File: config.mk
export PLATFORM = sky130hd
export DESIGN_NAME = lidar_packet_point_decoder_top
export DESIGN_NICKNAME = d
export VERILOG_FILES = /design/src/design/lpd_pkg.sv /design/src/design/lpd_ram.sv /design/src/design/lpd_front.sv /design/src/design/lpd_pkt_queue.sv /design/src/design/lpd_back.sv /design/src/design/lidar_packet_point_decoder_top.sv
export SDC_FILE = /design/constraint.sdc
export NUM_CORES = 2
export LEC_CHECK = 0
export ABC_AREA = 1
export BUFFER_PORTS_ARGS = -buffer_cell sky130_fd_sc_hd__buf_4
export CAP_MARGIN = 20
export CORE_AREA = 4 4 302 423
export CTS_CLUSTER_SIZE = 14
export DETAILED_ROUTE_END_ITERATION = 7
export DIE_AREA = 0 0 306 427
export GPL_ROUTABILITY_DRIVEN = 0
export PLACE_DENSITY = 0.65
export REMOVE_ABC_BUFFERS = 1
export SLEW_MARGIN = 10
export SYNTH_ARGS = -nofsm -noshare
export SYNTH_HDL_FRONTEND = slang
export SYNTH_SLANG_ARGS = --single-unit
export TNS_END_PERCENT = 1
File: constraint.sdc
create_clock -name clk -period 7.2 [get_ports clk]
set_input_delay 1.08 -clock clk [delete_from_list [all_inputs] [get_ports clk]]
set_output_delay 1.08 -clock clk [all_outputs]
set_load 0.02 [all_outputs]
File: src/design/lpd_pkg.sv
// Shared constants and types of the packet point decoder.
`default_nettype none

package lpd_pkg;

	localparam int ANGLE_BINS        = 400;
	localparam int PAYLOAD_BYTES     = 56;
	localparam int POINTS_PER_PACKET = 16;

	localparam int BYTE_W  = 8;
	localparam int ANGLE_W = 9;
	localparam int RANGE_W = 14;
	localparam int RAW_W   = 15;
	localparam int BIN_W   = $clog2(ANGLE_BINS + 1);
	localparam int PT_W    = $clog2(POINTS_PER_PACKET);

	localparam int CNT_W     = $clog2(PAYLOAD_BYTES);
	localparam int RAM_AW    = CNT_W + 1;
	localparam int RAM_DEPTH = 2 ** RAM_AW;

	localparam logic [BYTE_W-1:0] SYNC_0 = 8'h55;
	localparam logic [BYTE_W-1:0] SYNC_1 = 8'haa;
	localparam logic [BYTE_W-1:0] SYNC_2 = 8'h23;
	localparam logic [BYTE_W-1:0] SYNC_3 = 8'h10;

	localparam logic [CNT_W-1:0] IDX_START_LO  = CNT_W'(2);
	localparam logic [CNT_W-1:0] IDX_START_HI  = CNT_W'(3);
	localparam logic [CNT_W-1:0] IDX_END_LO    = CNT_W'(52);
	localparam logic [CNT_W-1:0] IDX_END_HI    = CNT_W'(53);
	localparam logic [CNT_W-1:0] IDX_LAST      = CNT_W'(PAYLOAD_BYTES - 1);
	localparam logic [CNT_W-1:0] FIRST_SAMPLE  = CNT_W'(4);
	localparam logic [CNT_W-1:0] SAMPLE_STRIDE = CNT_W'(3);

	localparam int ANG_W       = 17;
	localparam int M_W         = 21;
	localparam int ANGLE_OFFSET = 'h2000;
	localparam int FULL_TURN   = 23040;
	localparam int ANGLE_DEN   = 368640;
	localparam int DEN_SHIFT   = 13;
	localparam int DEN_ODD     = ANGLE_DEN >> DEN_SHIFT;
	localparam int DEN_HALF    = ANGLE_DEN / 2;
	localparam int RECIP_SH    = 25;
	localparam int RECIP       = (2 ** RECIP_SH + DEN_ODD - 1) / DEN_ODD;
	localparam int RECIP_W     = $clog2(RECIP + 1);

	localparam int PROD_W = M_W + BIN_W + 1;
	localparam int T_W    = PROD_W - DEN_SHIFT;
	localparam int QUO_W  = BIN_W + 2;
	localparam int QS_W   = BIN_W + 3;

	localparam logic signed [BIN_W:0]   BINS_S  = (BIN_W + 1)'(ANGLE_BINS);
	localparam logic [RECIP_W-1:0]      RECIP_V = RECIP_W'(RECIP);

	typedef struct packed {
		logic [RAW_W-1:0] start_raw;
		logic [RAW_W-1:0] end_raw;
	} desc_t;

	typedef struct packed {
		logic              en;
		logic [RAM_AW-1:0] addr;
		logic [BYTE_W-1:0] data;
	} ram_wr_t;

	typedef struct packed {
		logic full;
		logic empty;
		logic wr_bank;
		logic rd_bank;
	} q_stat_t;

endpackage

`default_nettype wire

File: src/design/lpd_ram.sv
// Generic single write port RAM with registered read.
`default_nettype none

module lpd_ram #(
	parameter int WIDTH = 8,
	parameter int DEPTH = 128
) (
	input  wire logic                     clk,
	input  wire logic                     we,
	input  wire logic [$clog2(DEPTH)-1:0] waddr,
	input  wire logic [WIDTH-1:0]         wdata,
	input  wire logic [$clog2(DEPTH)-1:0] raddr,
	output logic      [WIDTH-1:0]         rdata
);

	logic [WIDTH-1:0] mem_q [DEPTH];

	always_ff @(posedge clk) begin
		if (we) begin
			mem_q[waddr] <= wdata;
		end
		rdata <= mem_q[raddr];
	end

endmodule

`default_nettype wire

File: src/design/lpd_front.sv
// Sync hunt and payload collection into the packet buffer.
`default_nettype none

module lpd_front (
	input  wire logic                     clk,
	input  wire logic                     arst_n,
	input  wire logic                     push,
	input  wire logic [lpd_pkg::BYTE_W-1:0] data_byte,
	output logic                          full,
	input  wire lpd_pkg::q_stat_t         q_stat,
	output lpd_pkg::ram_wr_t              ram_wr,
	output logic                          q_push,
	output lpd_pkg::desc_t                q_desc
);
	import lpd_pkg::*;

	localparam logic [2:0] PH_HUNT = 3'd0;
	localparam logic [2:0] PH_AA   = 3'd1;
	localparam logic [2:0] PH_23   = 3'd2;
	localparam logic [2:0] PH_10   = 3'd3;
	localparam logic [2:0] PH_DATA = 3'd4;

	logic [2:0]       phase_q;
	logic [CNT_W-1:0] cnt_q;
	logic [7:0]       st_lo_q;
	logic [6:0]       st_hi_q;
	logic [7:0]       en_lo_q;
	logic [6:0]       en_hi_q;
	logic             acc;

	assign full = (phase_q == PH_DATA) && q_stat.full;
	assign acc  = push && !full;

	assign ram_wr.en   = acc && (phase_q == PH_DATA);
	assign ram_wr.addr = {q_stat.wr_bank, cnt_q};
	assign ram_wr.data = data_byte;

	assign q_push           = ram_wr.en && (cnt_q == IDX_LAST);
	assign q_desc.start_raw = {st_hi_q, st_lo_q};
	assign q_desc.end_raw   = {en_hi_q, en_lo_q};

	always_ff @(posedge clk or negedge arst_n) begin
		if (!arst_n) begin
			phase_q <= PH_HUNT;
			cnt_q   <= '0;
		end else if (acc) begin
			case (phase_q)
				PH_AA:   phase_q <= (data_byte == SYNC_1) ? PH_23 : PH_HUNT;
				PH_23:   phase_q <= (data_byte == SYNC_2) ? PH_10 : PH_HUNT;
				PH_10:   phase_q <= (data_byte == SYNC_3) ? PH_DATA : PH_HUNT;
				PH_DATA: begin
					if (cnt_q == IDX_LAST) begin
						cnt_q   <= '0;
						phase_q <= PH_HUNT;
					end else begin
						cnt_q <= cnt_q + CNT_W'(1);
					end
				end
				default: phase_q <= (data_byte == SYNC_0) ? PH_AA : PH_HUNT;
			endcase
		end
	end

	// capture the angle bytes as they pass
	always_ff @(posedge clk) begin
		if (ram_wr.en) begin
			case (cnt_q)
				IDX_START_LO: st_lo_q <= data_byte;
				IDX_START_HI: st_hi_q <= data_byte[6:0];
				IDX_END_LO:   en_lo_q <= data_byte;
				IDX_END_HI:   en_hi_q <= data_byte[6:0];
				default: ;
			endcase
		end
	end

endmodule

`default_nettype wire

File: src/design/lpd_pkt_queue.sv
// Two-entry queue of packet descriptors, one per buffer bank.
`default_nettype none

module lpd_pkt_queue (
	input  wire logic             clk,
	input  wire logic             arst_n,
	input  wire logic             push,
	input  wire lpd_pkg::desc_t   desc_in,
	input  wire logic             pop,
	output lpd_pkg::desc_t        head,
	output lpd_pkg::q_stat_t      stat
);
	import lpd_pkg::*;

	desc_t      ent_q [2];
	logic       wr_ptr_q;
	logic       rd_ptr_q;
	logic [1:0] cnt_q;

	assign head         = ent_q[rd_ptr_q];
	assign stat.full    = (cnt_q == 2'd2);
	assign stat.empty   = (cnt_q == 2'd0);
	assign stat.wr_bank = wr_ptr_q;
	assign stat.rd_bank = rd_ptr_q;

	always_ff @(posedge clk or negedge arst_n) begin
		if (!arst_n) begin
			wr_ptr_q <= 1'b0;
			rd_ptr_q <= 1'b0;
			cnt_q    <= 2'd0;
		end else begin
			if (push) begin
				wr_ptr_q <= !wr_ptr_q;
			end
			if (pop) begin
				rd_ptr_q <= !rd_ptr_q;
			end
			cnt_q <= cnt_q + 2'(push) - 2'(pop);
		end
	end

	always_ff @(posedge clk) begin
		if (push) begin
			ent_q[wr_ptr_q] <= desc_in;
		end
	end

	a_no_overflow: assert property (@(posedge clk) disable iff (!arst_n)
		push |-> !stat.full || pop)
		else $error("descriptor pushed into a full queue");

	a_cnt_range: assert property (@(posedge clk) disable iff (!arst_n)
		cnt_q != 2'd3)
		else $error("descriptor count out of range");

endmodule

`default_nettype wire

File: src/design/lpd_back.sv
// Point decode sequencer and output register.
`default_nettype none

module lpd_back (
	input  wire logic                        clk,
	input  wire logic                        arst_n,
	input  wire lpd_pkg::q_stat_t            q_stat,
	input  wire lpd_pkg::desc_t              head,
	output logic                             q_pop,
	output logic [lpd_pkg::RAM_AW-1:0]       raddr,
	input  wire logic [lpd_pkg::BYTE_W-1:0]  rdata,
	output logic                             empty,
	input  wire logic                        pop,
	output logic [lpd_pkg::ANGLE_W-1:0]      angle_bin,
	output logic [lpd_pkg::RANGE_W-1:0]      range_mm,
	output logic [lpd_pkg::BYTE_W-1:0]       intensity,
	output logic                             last_of_packet,
	output logic                             scan_complete
);
	import lpd_pkg::*;

	localparam logic [2:0] B_IDLE = 3'd0;
	localparam logic [2:0] B_RD   = 3'd1;
	localparam logic [2:0] B_DIV  = 3'd2;
	localparam logic [2:0] B_REC  = 3'd3;
	localparam logic [2:0] B_EMIT = 3'd4;

	localparam logic [PT_W-1:0] LAST_PT = PT_W'(POINTS_PER_PACKET - 1);

	logic [2:0]              st_q;
	logic [1:0]              k_q;
	logic [PT_W-1:0]         pt_q;
	logic [CNT_W-1:0]        byte_q;
	logic signed [M_W-1:0]   m_q;
	logic signed [ANG_W-1:0] d_q;
	logic                    wrap_q;
	logic signed [PROD_W-1:0] prod_q;
	logic                    neg_q;
	logic [T_W-1:0]          t_q;
	logic [QUO_W-1:0]        quo_q;
	logic [BYTE_W-1:0]       b0_q, b1_q, b2_q;
	logic                    out_valid_q;

	logic signed [ANG_W-1:0] s_val, e_val, diff, d_val;
	logic                    wrapped;
	logic signed [M_W-1:0]   m_init;
	logic [PROD_W-1:0]       mag, mag_rnd;
	logic [T_W+RECIP_W-1:0]  rec_prod;
	logic signed [QS_W-1:0]  qmag, qs, v1, v2;
	logic [BIN_W-1:0]        idx, abin;
	logic                    out_free, out_load;

	always_comb begin
		s_val   = ANG_W'({2'b00, head.start_raw}) - ANG_W'(ANGLE_OFFSET);
		e_val   = ANG_W'({2'b00, head.end_raw}) - ANG_W'(ANGLE_OFFSET);
		wrapped = e_val < s_val;
		diff    = e_val - s_val;
		d_val   = wrapped ? diff + ANG_W'(FULL_TURN) : diff;
		m_init  = M_W'(s_val) <<< 4;
	end

	always_comb begin
		mag      = prod_q[PROD_W-1] ? PROD_W'(-prod_q) : PROD_W'(prod_q);
		mag_rnd  = mag + PROD_W'(DEN_HALF);
		rec_prod = t_q * RECIP_V;
	end

	// true modulo of the signed bin index, then mirror
	always_comb begin
		qmag = QS_W'(quo_q);
		qs   = neg_q ? -qmag : qmag;
		v1   = qs[QS_W-1] ? qs + QS_W'(ANGLE_BINS) : qs;
		if (v1 >= QS_W'(2 * ANGLE_BINS)) begin
			v2 = v1 - QS_W'(2 * ANGLE_BINS);
		end else if (v1 >= QS_W'(ANGLE_BINS)) begin
			v2 = v1 - QS_W'(ANGLE_BINS);
		end else begin
			v2 = v1;
		end
		idx  = BIN_W'(v2);
		abin = BIN_W'(ANGLE_BINS - 1) - idx;
	end

	assign out_free = !out_valid_q || pop;
	assign out_load = (st_q == B_EMIT) && out_free;
	assign q_pop    = out_load && (pt_q == LAST_PT);
	assign raddr    = {q_stat.rd_bank, byte_q + CNT_W'(k_q)};
	assign empty    = !out_valid_q;

	always_ff @(posedge clk or negedge arst_n) begin
		if (!arst_n) begin
			st_q        <= B_IDLE;
			k_q         <= '0;
			pt_q        <= '0;
			out_valid_q <= 1'b0;
		end else begin
			if (out_load) begin
				out_valid_q <= 1'b1;
			end else if (pop) begin
				out_valid_q <= 1'b0;
			end
			case (st_q)
				B_IDLE: begin
					if (!q_stat.empty) begin
						st_q <= B_RD;
						k_q  <= '0;
						pt_q <= '0;
					end
				end
				B_RD: begin
					k_q <= k_q + 2'd1;
					if (k_q == 2'd3) begin
						st_q <= B_DIV;
					end
				end
				B_DIV: st_q <= B_REC;
				B_REC: st_q <= B_EMIT;
				B_EMIT: begin
					if (out_free) begin
						pt_q <= pt_q + PT_W'(1);
						k_q  <= '0;
						st_q <= (pt_q == LAST_PT) ? B_IDLE : B_RD;
					end
				end
				default: st_q <= B_IDLE;
			endcase
		end
	end

	always_ff @(posedge clk) begin
		case (st_q)
			B_IDLE: begin
				m_q    <= m_init;
				d_q    <= d_val;
				wrap_q <= wrapped;
				byte_q <= FIRST_SAMPLE;
			end
			B_RD: begin
				if (k_q == 2'd0) begin
					prod_q <= m_q * BINS_S;
				end
				if (k_q == 2'd1) begin
					b0_q <= rdata;
				end
				if (k_q == 2'd2) begin
					b1_q <= rdata;
				end
				if (k_q == 2'd3) begin
					b2_q <= rdata;
				end
			end
			B_DIV: begin
				neg_q <= prod_q[PROD_W-1];
				t_q   <= T_W'(mag_rnd >> DEN_SHIFT);
			end
			B_REC: quo_q <= QUO_W'(rec_prod >> RECIP_SH);
			B_EMIT: begin
				if (out_free) begin
					m_q    <= m_q + M_W'(d_q);
					byte_q <= byte_q + SAMPLE_STRIDE;
				end
			end
			default: ;
		endcase
		if (out_load) begin
			angle_bin      <= ANGLE_W'(abin);
			range_mm       <= {b1_q[5:0], b0_q};
			intensity      <= b2_q;
			last_of_packet <= (pt_q == LAST_PT);
			scan_complete  <= (pt_q == LAST_PT) && wrap_q;
		end
	end

	a_pop_at_end: assert property (@(posedge clk) disable iff (!arst_n)
		q_pop |-> !q_stat.empty && (pt_q == LAST_PT))
		else $error("packet released before its last point");

	a_no_overwrite: assert property (@(posedge clk) disable iff (!arst_n)
		(out_valid_q && !pop) |-> !out_load)
		else $error("pending point overwritten");

endmodule

`default_nettype wire

File: src/design/lidar_packet_point_decoder_top.sv
// Top level of the packet point decoder.
// Throughput: one byte per cycle; payload bytes stall only while both packet buffers are held.
// Decode: for each point of a packet the sequencer does three buffer reads, multiply, round,
// reciprocal and emit; emit waits while the output register holds an unpopped point.
// Reset: arst_n clears the sync hunt, counters, queue and output valid at once;
// the packet buffer RAM is not cleared and needs no sweep.
`default_nettype none

module lidar_packet_point_decoder_top (
	input  wire logic                        clk,
	input  wire logic                        arst_n,
	input  wire logic                        push,
	output logic                             full,
	input  wire logic [lpd_pkg::BYTE_W-1:0]  data_byte,
	output logic                             empty,
	input  wire logic                        pop,
	output logic [lpd_pkg::ANGLE_W-1:0]      angle_bin,
	output logic [lpd_pkg::RANGE_W-1:0]      range_mm,
	output logic [lpd_pkg::BYTE_W-1:0]       intensity,
	output logic                             last_of_packet,
	output logic                             scan_complete
);
	import lpd_pkg::*;

	q_stat_t           q_stat;
	ram_wr_t           ram_wr;
	desc_t             q_desc;
	desc_t             head;
	logic              q_push;
	logic              q_pop;
	logic [RAM_AW-1:0] raddr;
	logic [BYTE_W-1:0] rdata;

	lpd_front u_front (
		.clk       (clk),
		.arst_n    (arst_n),
		.push      (push),
		.data_byte (data_byte),
		.full      (full),
		.q_stat    (q_stat),
		.ram_wr    (ram_wr),
		.q_push    (q_push),
		.q_desc    (q_desc)
	);

	lpd_ram #(
		.WIDTH (BYTE_W),
		.DEPTH (RAM_DEPTH)
	) u_ram (
		.clk   (clk),
		.we    (ram_wr.en),
		.waddr (ram_wr.addr),
		.wdata (ram_wr.data),
		.raddr (raddr),
		.rdata (rdata)
	);

	lpd_pkt_queue u_queue (
		.clk     (clk),
		.arst_n  (arst_n),
		.push    (q_push),
		.desc_in (q_desc),
		.pop     (q_pop),
		.head    (head),
		.stat    (q_stat)
	);

	lpd_back u_back (
		.clk            (clk),
		.arst_n         (arst_n),
		.q_stat         (q_stat),
		.head           (head),
		.q_pop          (q_pop),
		.raddr          (raddr),
		.rdata          (rdata),
		.empty          (empty),
		.pop            (pop),
		.angle_bin      (angle_bin),
		.range_mm       (range_mm),
		.intensity      (intensity),
		.last_of_packet (last_of_packet),
		.scan_complete  (scan_complete)
	);

endmodule

`default_nettype wire
; Word level (Yosys, flattened, before mapping)
; Memories as Yosys holds them, arrays and structs flattened. A register that Yosys moved wholly into a read port is not among the register bits.
; Index checks and enable logic that the tools add are counted.
[op_classes]
n_lt_le_gt_ge = 3
mul = 2
muxes = 34
n_eq_ne = 26
n_reduce_logical = 32
add_sub_neg = 19
[ops]
columns = cell, n
row1 = case mux 21 bit (2 select lines), 1
row2 = multiplier 18 x 20 -> 36 bit (second input constant), 1
row3 = subtractor 15 x 14 -> 16 bit (second input constant), 2
row4 = adder 31 x 18 -> 31 bit (second input constant), 1
row5 = two-way mux 31 bit, 1
row6 = negation 31 bit, 1
row7 = multiplier 21 x 6 -> 27 bit (second input constant), 1
row8 = two-way mux 12 bit, 2
row9 = AND reduction 2 bit, 11
row10 = adder 21 x 17 -> 21 bit, 1
row11 = two-way mux 21 bit, 1
row12 = equality test 6 bit (second input constant), 3
row13 = two-way mux 9 bit, 2
row14 = adder 17 x 16 -> 17 bit (second input constant), 1
row15 = less-than comparator 17 bit, 1
row16 = two-way mux 17 bit, 1
row17 = subtractor 17 bit, 1
row18 = two-way mux 3 bit, 5
row19 = case mux 3 bit (5 select lines), 1
row20 = adder 12 x 10 -> 12 bit (second input constant), 1
row21 = equality test 3 x 2 -> 1 bit (second input constant), 4
row22 = equality test 6 x 2 -> 1 bit (second input constant), 2
row23 = >= comparator 12 x 10 -> 1 bit (second input constant), 1
row24 = >= comparator 12 x 11 -> 1 bit (second input constant), 1
row25 = 38 further kinds, 69
[word_totals]
in_bits = 12
mem_count = 2
mem_bits_rw = 1084
out_inout_bits = 35
elab_cells = 147
ff_bits = 210
[memory_table]
columns = name, words, word_bits, rd, rd_ports_with_merged_regs, wr, line
row1 = u_ram.mem_q, 128, 8, 1, 1, 1, lpd_ram.sv:16  ; logic [WIDTH-1:0] mem_q [DEPTH];
row2 = u_queue.ent_q, 2, 30, 1, 0, 1, lpd_pkt_queue.sv:15  ; desc_t ent_q [2];

; Logic depth before layout (Yosys ltp)
[depth]
ltp_word = 8
mapped_depth = 25
depth_no_buf = 25

; By module
; A second synthesis with hierarchy kept.
[hier_totals]
hier_cells = 5852
area_unflattened_um2 = 64026.4
[by_module_without_submodules]
columns = mod, area_each_um2, cells_each, seq_area_each_um2, instances
row1 = lpd_ram, 42104.1, 3575, 30909.6, 1
row2 = lpd_back, 17631.9, 1942, 4964.8, 1
row3 = lpd_pkt_queue, 2572.5, 184, 1901.8, 1
row4 = lpd_front, 1717.9, 151, 1126.1, 1

; Worst setup path before layout
; No wires, ideal clock.
[synth_timing]
path_type = register to register
start = reg u_back.t_q[9]
end = reg u_back.quo_q[8] (data pin)
setup_time_ns = 0.258
setup_slack_ns = 2.134
t_arrival_ns = 4.808
stages_incl_launch_ff = 21
path_cell_list = edfxtp_1 > ha_1 > inv_1 > fa_1 > fa_1 > inv_1 > fa_1 > fa_1 > inv_1 > fa_1 > inv_1 > ha_1 > nand4_1 > o221ai_1 > a21oi_1 > nor3_1 > nor2_1 > o21bai_1 > nand3_1 > nand3_1 > xor2_1
[synth_via]
elab_chain_len = 1
[synth_rtl]
columns = item, line
row1 = start: declaration, lpd_back.sv:39  ; logic [T_W-1:0] t_q;
row2 = start signal: assignment, lpd_back.sv:154  ; t_q <= T_W'(mag_rnd >> DEN_SHIFT);
row3 = multiplier 18 x 20 -> 36 bit, lpd_back.sv:65  ; rec_prod = t_q * RECIP_V;
row4 = net u_back.rec_prod[33], lpd_back.sv:48  ; logic [T_W+RECIP_W-1:0] rec_prod;
row5 = end signal: assignment, lpd_back.sv:156  ; B_REC: quo_q <= QUO_W'(rec_prod >> RECIP_SH);
row6 = end: declaration, lpd_back.sv:40  ; logic [QUO_W-1:0] quo_q;
; The timed path passes the listed nets, and every way through them passes these cells.
; A chain may end at the register's enable or synchronous reset.

; Final worst setup path
[layout_timing]
start = reg u_back.t_q[11]
end = reg u_back.quo_q[8] (data pin)
; Same word-level chain as after synthesis.

==> impl_metrics.json <==
{
  "clk_pin_slew_worst_paths_ps": 60,
  "cts-resized-gates": 0,
  "syn2layout_area_growth_pct": 9.11,
  "final_max_slew_viol_count": 0,
  "worstReg2RegStart": "u_back.t_q[11]",
  "synthFlopType": "edfxtp_1",
  "antenna_found_initial": 1,
  "die_w_um": 306,
  "path_max_fanout": 5,
  "clock.fmax_mhz": 183,
  "grt_pass1_wl_um": 230000,
  "worstHoldPathType": "input pin to asynchronous set/reset pin",
  "setup_tns_ps": 0,
  "slew_headroom": 0.230,
  "critical-path-slowest-cell": "fa_1",
  "cts.path.max_buffers": 3,
  "yosys_warnings": 0,
  "core_region_area_um2": 124000,
  "synth-compound-area-share": 0.114,
  "clkSinkCount": 1302,
  "die_h_um": 427,
  "globalRouteOverflowTotal": 0,
  "synth_top_family_by_area": "compound AO/OA/AOI/OAI gates",
  "postCtsHoldBufs": 0,
  "yosys.area_share.simple": 0.0914,
  "cp.required_ps": 7670,
  "final_nets": 5540,
  "die_area_um2": 131000,
  "place_hpwl_um": 97100,
  "num_rows": 153,
  "critical_path.max_stage_delay_ps": 560,
  "worst_ep_arrival_time_ps": 5930,
  "start_util": 0.498,
  "yosysSeqAreaShare": 0.630,
  "hold_viol": 0,
  "cts_buffers": 116,
  "skew_ps": 42.3,
  "ant_nets": 0,
  "drc_errors": 0,
  "status": "completed",
  "vias": 39412,
  "port_buffers": 46,
  "root_buffer": "clkbuf_16",
  "yosys.area_share.adder": 0.0978,
  "path_common_cell": "fa_1",
  "grt_max_degree": 189,
  "worstMarginPinSlew_ps": 1140,
  "yosys.area_share.xor_xnor": 0.0170,
  "synth.avg_cell_area_um2": 12.0,
  "fin_crit_sh": 0.758,
  "cp_num_buf_inv": 4,
  "syn_inst": 5143,
  "dr.pass1.iters": 6,
  "worstSetupPathType": "flip-flop to flip-flop",
  "crit_cells": 20,
  "clkLatencyLatePin_ps": 750,
  "postCtsSetupBuffers": 0,
  "min_period_ps": 5460,
  "cp-start-kind": "flip-flop",
  "drt-wirelength-per-cell_um": 22.1,
  "final_cell_area_um2": 67300,
  "cap_violations": 0,
  "synth_edf_count": 1271,
  "rsz0062_at_grt": "no",
  "path_cells": "ha_1 > inv_1 > fa_1 > fa_1 > inv_1 > fa_1 > fa_1 > inv_1 > fa_1 > inv_1 > ha_1 > nand4_1 > nor3_1 > a21oi_1 > nor3_1 > nor2_1 > o21bai_1 > nand3_1 > nand3_1 > xor2_1",
  "end_kind": "flip-flop",
  "synth_mux_area_frac": 0.00438,
  "critPathTopFamily": "adder cells",
  "syn-cell-area_um2": 61700,
  "synth_cell_type_count": 63,
  "grt_pass1_vias": 39339,
  "reg2reg_depth": 20,
  "routed_wl_um": 151000,
  "finalSetupViolCount": 0,
  "cts_tree": "yes",
  "vias_per_cell": 5.76,
  "drive_gt1_frac": 0.0741,
  "ys_ff_latch": 1302,
  "dpl_cell_area_um2": 63700,
  "r2r-end": "u_back.quo_q[8]",
  "synth-async-reset-ratio": 0.0177,
  "grt_use_total": 0.229,
  "worst-r2r-setup-slack_ps": 1740,
  "htree_levels": 3,
  "pin_count": 47,
  "first_iter_violations": 3783,
  "fillers": 10262
}
==> Yosys cell counts (all sizes together), types with 3 or more instances <==
library cell / count / area share
a21boi: 3 / 0.00036
a21o: 6 / 0.00073
a21oi: 113 / 0.0092
a31oi: 16 / 0.0016
buf: 51 / 0.0045
clkbuf: 188 / 0.011
clkinv: 3 / 0.00018
dfrtp: 23 / 0.0093
dfxtp: 8 / 0.0026
edfxtp: 1271 / 0.62
fa: 137 / 0.044
ha: 263 / 0.053
inv: 476 / 0.029
mux2i: 27 / 0.0044
nand2: 356 / 0.023
nand3: 98 / 0.0088
nand4: 17 / 0.0018
nor2: 858 / 0.053
nor3: 36 / 0.0032
nor3b: 3 / 0.00036
nor4: 5 / 0.00051
o21a: 3 / 0.00049
o21ai: 712 / 0.058
o21bai: 7 / 0.0010
o221a: 23 / 0.0042
o221ai: 116 / 0.016
o22ai: 163 / 0.017
o311ai: 22 / 0.0031
o31ai: 7 / 0.00085
or2: 5 / 0.00051
xnor2: 31 / 0.0044
xor2: 85 / 0.013
==> layout make-up <==
class                   instances  area, µm²  area share
inverters                     479       1810      0.0269
clock buffers                 163       3180      0.0472
multi-input cells            3123      20100       0.299
repair buffers                106        883      0.0131
diodes                          1       2.50   0.0000372
clock inverters                47        404     0.00600
well taps                    1627       2040      0.0302
flip-flops and latches       1302      38900       0.578
==> metrics by stage <==
stage                     hold WS [ps]   util  setup WS [ps]  instances
after floorplan                    400      -         -12100       4904
after global placement             402  0.515           1700       6637
after detailed placement           405  0.515           1720       6637
after CTS                          198  0.544           1740       6847
after global routing               246  0.544           1420       6847
final                              250  0.544           1740       6848
==> sequential cells by signal, indices dropped and copies added (netlist names), 4 cells and up <==
name	count
u_back.angle_bin	9
u_back.b0_q	8
u_back.b1_q	6
u_back.b2_q	8
u_back.byte_q	6
u_back.d_q	17
u_back.intensity	8
u_back.m_q	21
u_back.prod_q	27
u_back.pt_q	4
u_back.quo_q	11
u_back.range_mm	14
u_back.t_q	18
u_front.cnt_q	6
u_front.en_hi_q	7
u_front.en_lo_q	8
u_front.st_hi_q	7
u_front.st_lo_q	8
u_queue.ent_q	60
u_ram.mem_q	1024
u_ram.rdata	8
==> layer usage <==
layer  GRT usage  up-vias  part of all wire
li1            -    18322                 -
met1       0.280    19485              0.38
met2       0.409     1294              0.52
met3      0.0254      311             0.054
met4       0.100        0             0.043
met5           0        -                 0
==> worst max-delay path by stage <==
stage                                start              end  slack (ps)
final                       u_back.t_q[11]  u_back.quo_q[8]        1740
after global routing        u_back.t_q[11]  u_back.quo_q[8]        1420
after CTS                   u_back.t_q[11]  u_back.quo_q[8]        1740
after detailed placement    u_back.t_q[11]  u_back.quo_q[8]        1720
after global placement      u_back.t_q[11]  u_back.quo_q[8]        1700
after floorplan           u_back.byte_q[0]   u_ram.rdata[0]      -12100
==> layout by cell type (no fill, tap or decap), types with 6 or more instances in the layout <==
cell type	Yosys	final
edfxtp_1	1271	1271
nor2_1	847	841
o21ai_0	698	698
inv_1	463	462
nand2_1	330	329
ha_1	263	262
o22ai_1	163	163
fa_1	137	136
clkbuf_16	0	117
o221ai_1	116	116
a21oi_1	112	112
buf_4	4	99
nand3_1	87	87
xor2_1	82	80
clkbuf_1	187	38
nor3_1	33	31
xnor2_1	31	30
mux2i_1	27	27
nand2_2	22	23
o221a_2	23	23
dfrtp_1	23	22
o311ai_0	20	20
clkinv_2	0	20
nand4_1	16	16
a31oi_1	16	16
nor2_2	8	13
inv_2	12	13
o21ai_1	12	12
clkinv_1	3	12
nand3_2	11	11
clkbuf_8	0	8
dfxtp_1	8	8
o31ai_1	7	7
buf_12	0	7
a21o_1	6	6
o21bai_1	6	6
==> cell families after synthesis <==
family,after synthesis
compound gates,1200
mux,27
simple gates,1380
buf+inv,718
flops,1302
fa+ha+maj,400
xor+xnor,116
Power is left out: the tool's default activity adds up to more than one toggle a clock period on the data nets, which glitch-free logic cannot reach.
